## config.mk

```make
export PLATFORM = sky130hd
export DESIGN_NAME = swm_rem_cell
export DESIGN_NICKNAME = d
export VERILOG_FILES = /design/src/rtl/core/swm_pkg.sv /design/src/rtl/core/swm_rem_cell.sv
export SDC_FILE = /design/constraint.sdc
export NUM_CORES = 1
export LEC_CHECK = 0
export ABC_AREA = 1
export BUFFER_PORTS_ARGS = -buffer_cell sky130_fd_sc_hd__buf_2
export CAP_MARGIN = 10
export CORE_UTILIZATION = 56
export CTS_CLUSTER_DIAMETER = 50
export DETAILED_ROUTE_END_ITERATION = 7
export GPL_TIMING_DRIVEN = 0
export PLACE_DENSITY = 0.82
export SLEW_MARGIN = 20
export SYNTH_ARGS = -nofsm -noshare
export SYNTH_HDL_FRONTEND = slang
export SYNTH_SLANG_ARGS = --single-unit
export TNS_END_PERCENT = 1
```

## constraint.sdc

```tcl
create_clock -name clk -period 2 [get_ports clk]
set_input_delay 0.1 -clock clk [delete_from_list [all_inputs] [get_ports clk]]
set_output_delay 0.1 -clock clk [all_outputs]
set_load 0.1 [all_outputs]
```

## src/rtl/core/swm_pkg.sv

```systemverilog
package swm_pkg;

  localparam int CoordW   = 24;
  localparam int DistW    = 48;
  localparam int ProbW    = 16;
  localparam int ChgW     = 10;
  localparam int CntW     = 9;
  localparam int RemSteps = 24;
  localparam int Lanes    = 4;

  // Lanes 0/1: x/y against the old position, lanes 2/3: x/y against the trial one
  typedef enum logic [2:0] {
    CFG_BOX_X       = 3'd0,
    CFG_BOX_Y       = 3'd1,
    CFG_CORE_DIST   = 3'd2,
    CFG_WELL_DIST   = 3'd3,
    CFG_ACCEPT_PROB = 3'd4,
    CFG_NUM_PART    = 3'd5
  } cfg_reg_t;

  typedef enum logic [2:0] {
    S_IDLE, S_FETCH, S_ORIG, S_SWEEP, S_DRAIN, S_POWER, S_OUT
  } state_t;

  typedef struct packed {
    logic                          valid;
    logic                          skip;
    logic                          last;
    logic [Lanes-1:0]              neg;
    logic [Lanes-1:0][CoordW-1:0]  r;
  } lane_t;

  typedef struct packed {
    logic valid;
    logic skip;
    logic last;
    logic ovl_b;
    logic con_b;
    logic ovl_a;
    logic con_a;
  } pair_res_t;

endpackage

```

## src/rtl/core/swm_rem_cell.sv

```systemverilog
module swm_rem_cell
  import swm_pkg::*;
#(
  parameter int SHIFT = 0
) (
  input  logic              clk,
  input  logic              rst_n,
  input  logic [CoordW-1:0] box_x,
  input  logic [CoordW-1:0] box_y,
  input  lane_t             lane_i,
  output lane_t             lane_o
);

  localparam int WideW = CoordW + RemSteps;

  lane_t lane_r, lane_nxt;

  // One restoring remainder step: drop box<<SHIFT where it fits
  always_comb begin
    logic [WideW-1:0] sub;
    logic [CoordW-1:0] bx;
    lane_nxt = lane_i;
    for (int l = 0; l < Lanes; l++) begin
      bx  = (l % 2 == 1) ? box_y : box_x;
      sub = WideW'(bx) << SHIFT;
      if (sub <= WideW'(lane_i.r[l])) begin
        lane_nxt.r[l] = lane_i.r[l] - sub[CoordW-1:0];
      end
    end
  end

  always_ff @(posedge clk) begin
    lane_r <= lane_nxt;
    if (!rst_n) begin
      lane_r.valid <= 1'b0;
    end
  end

  assign lane_o = lane_r;

endmodule

```

==> results.txt <==
----------------------------------------------------
[Status]
  Run status ... finished with violations
  Violated checks ... hold timing

[STA]
  Headroom to the max-slew limit ... approximately 64%
  Final period util ... about 99%
  Measured slew at the worst slew-check pin ... 0.543 ns
  Slew Limit Fails ... 0
  Accumulated negative setup slack ... 0 ns
  Time the final worst path needs with I/O delays and setup ... 1.97 ns
  Final setup fails ... 0
  Post-route worst setup slack ... around 0.025 ns
  Setup repair after global routing missed its margin ... yes
  Final Hold Viols ... 1
  Achievable frequency ... 0.506 GHz
  Final hold slack ... -0.00165 ns

[Yosys]
  Flip-flop and latch count after synthesis ... 103
  Per-instance average area after synthesis ... 5.74 um2
  Ys flop type ... sky130_fd_sc_hd__dfxtp_1
  Synth unique cells ... 33
  Portion of synthesized cell area occupied by the leading cell type ... approximately a quarter
  Top cells by instance count after synthesis ... sky130_fd_sc_hd__nand2_1, sky130_fd_sc_hd__inv_1, sky130_fd_sc_hd__nor2_1
  Syn Nets ... 2226
  Most instantiated library cell after synthesis ... sky130_fd_sc_hd__nand2_1
  Number of enable flip-flop cells after synthesis ... 0
  Post-Syn Instances ... 1973
  Fraction of synthesis flops using an asynchronous set or reset pin ... 0%
  Sequential cell area fraction in the yosys report ... 18.2%
  Cell types occupying the most area after synthesis ... sky130_fd_sc_hd__nand2_1, sky130_fd_sc_hd__dfxtp_1, sky130_fd_sc_hd__inv_1
  Top cell type by total area after synthesis ... sky130_fd_sc_hd__nand2_1
  Netlist area before placement ... 11300 um2
  Yosys warning count ... 0

[Clock tree]
  Clock sink total ... 103
  Deepest level of the CTS H-tree ... 3
  CTS clock-pin slew for the worst setup and hold paths ... 0.08 ns
  Total clock buffers created by CTS ... 9
  Clock Tree Root ... sky130_fd_sc_hd__clkbuf_16
  Max clock buf depth ... 2
  CTS tree ... built

[Detailed routing]
  Violation count after the first detailed-routing iteration ... 1096
  Antenna-violating nets left ... 0
  DR vias/cell ... 5.13
  Routed vias ... 13200
  Final routed wirelength across all metal layers ... 38400 um
  Drt first pass iters ... 5
  Residual DRC count ... 0
  Detailed-route wire length per cell ... 15.0 um

[Floorplanning]
  Die area ... roughly 21000 um2
  Number of core rows ... 51
  Effective utilization at floorplan ... 57.7%
  Die extent in x ... 144 um
  Die boundary height ... 144 um
  Area of the placeable core ... 19700 um2
  IO Pins ... 256

[Placement]
  Area after DPL ... 12900 um2
  Routability congestion estimate ... 1.02
  Worst setup slack after placement ... -0.165 ns
  Hpwl dp ... 30900 um
  Number of I/O port buffers ... between 200 and 300
  Placed Cells ... between 2000 and 2500

[Setup path]
  Worst setup path class ... input pin to flip-flop
  Critical Path End Type ... flip-flop
  Startpoint types ... input pin
  Worst endpoint data arrival time ... 2.24 ns
  Top fanout value on the critical path ... 10
  Required time of the worst setup path ... ~2.3 ns

[Global routing]
  GRT Overall Usage ... 36.2%
  Total congestion overflow after global routing ... 0
  Maximum number of pins on one net before global-route repair ... 19
  Global-route wire length before repair ... a little under 60000 um
  Initial antenna violation count ... 3
  Via count of the first global-routing pass ... 12100

[Power]
  IR Drop Worst-Case VDD ... just over 0.7 mV
  Total chip power ... roughly 0.011 W
  Power per cell area ... approximately 790 nW/um2
  Static power due to leakage ... 8.51 nW

[Final layout]
  Multi-input gate area in the final layout ... 7500 um2
  Cell area after layout ... 13900 um2
  Fraction of layout cells with a size suffix above 1 ... 18.0%
  Sequential cell area ... ~2100 um2
  Fin cells ... 2567
  Layout filler cell count ... ~1800
  Number of flip-flops in the largest register ... 103
  Number of nets in the layout ... 2546
  Area Growth Syn to Fin ... 23.1%

[Job]
  Number of maximum-capacitance constraint violations ... 0

[Min path]
  Path class of the lowest-slack min-delay path ... input pin to flip-flop

----------------------------------------------------
-- final timing paths --
path	startpoint	end	slack, ns	cells past startpoint
worst min-delay path	lane_i[68]	lane_o[68]	-0.002	3
worst max-delay path	lane_i[46]	lane_o[39]	0.03	12
-- stage by stage --
step           hold slack [ns]  utilization, %
5_1_grt                 0.0152            70.9
4_1_cts                0.00131            70.0
2_1_floorplan            0.128               -
6_report              -0.00165            70.9
3_3_place_gp             0.202            65.8
3_5_place_dp             0.204            65.8
-- report_power, final --
group	switching [W]	internal (W)	leakage, nW
Sequential	0.000102	0.00241	0.868
Clock	0.000969	0.00112	0.152
Combinational	0.00489	0.00148	7.49
Total	0.00596	0.00501	8.51
-- cell families after synthesis --
family | Yosys count | synth area share (%)
and+or+nand+nor | 1165 | 45.8
buffers and inverters | 473 | 16.9
DFF | 103 | 18.2
adders and majority gates | 100 | 11.3
AOI/OAI and AO/OA | 94 | 4.91
xor gates and xnor gates | 38 | 2.94
-- critical path, stage by stage --
cell and delay, ns:
sky130_fd_sc_hd__dlygate4sd3_1 0.54, sky130_fd_sc_hd__buf_2 0.15, sky130_fd_sc_hd__ha_4 0.29, sky130_fd_sc_hd__nand2_1 0.11
sky130_fd_sc_hd__nor2_4 0.15, sky130_fd_sc_hd__nand2_1 0.10, sky130_fd_sc_hd__inv_1 0.12, sky130_fd_sc_hd__nand2_2 0.12
sky130_fd_sc_hd__and2_1 0.17, sky130_fd_sc_hd__buf_2 0.19, sky130_fd_sc_hd__nand4_1 0.11, sky130_fd_sc_hd__nand2_1 0.08
-- cell usage in the layout (no fill, tap or decap), types with 6 or more instances in the layout --
cell type,count
sky130_fd_sc_hd__nand2_1,747
sky130_fd_sc_hd__inv_1,446
sky130_fd_sc_hd__buf_2,258
sky130_fd_sc_hd__nor2_1,121
sky130_fd_sc_hd__dfxtp_1,103
sky130_fd_sc_hd__nand3_1,102
sky130_fd_sc_hd__ha_1,91
sky130_fd_sc_hd__nand4_1,76
sky130_fd_sc_hd__dlygate4sd3_1,49
sky130_fd_sc_hd__a21oi_1,43
sky130_fd_sc_hd__nand2_2,32
sky130_fd_sc_hd__xor2_1,30
sky130_fd_sc_hd__o21ai_1,26
sky130_fd_sc_hd__nand3_2,24
sky130_fd_sc_hd__o21ai_2,22
sky130_fd_sc_hd__nand3b_1,14
sky130_fd_sc_hd__nor2_4,11
sky130_fd_sc_hd__clkbuf_16,9
sky130_fd_sc_hd__nor2_2,8
sky130_fd_sc_hd__and2_1,8
sky130_fd_sc_hd__nor3_1,8
sky130_fd_sc_hd__xnor2_1,8
sky130_fd_sc_hd__buf_6,6
-- final cells by class --
cell class	count	area share (%)
Timing Repair Buffer	307	12.8
Antenna cell	4	0.0718
Inverter	449	12.1
Multi-Input combinational cell	1399	53.8
Clock inverter	7	0.754
Sequential cell	103	14.8
Buffer	24	1.67
Clock buffer	9	1.62
Tap cell	265	2.38
-- routing by layer --
| metal | share of wire [%] | GRT usage, % | wire length [um] | vias up |
|---|---|---|---|---|
| met3 | 7.3 | 5.33 | 2790 | 125 |
| met2 | 48 | 64.1 | 18300 | 583 |
| met5 | 0 | 0 | 0 | - |
| met1 | 39 | 40.7 | 15000 | 5807 |
| met4 | 6.0 | 22.9 | 2320 | 0 |
| li1 | - | - | - | 6657 |
-- timing repair --
| item | in CTS | in global routing |
|---|---|---|
| endpoints found under the hold margin | 48 | 0 |
| endpoints found under the setup margin | 0 | 72 |
| gates resized for setup | 0 | 27 |
| hold buffers | 49 | 0 |
| setup buffers | 0 | 3 |
Note: power is estimated with default switching activity, not from simulation.
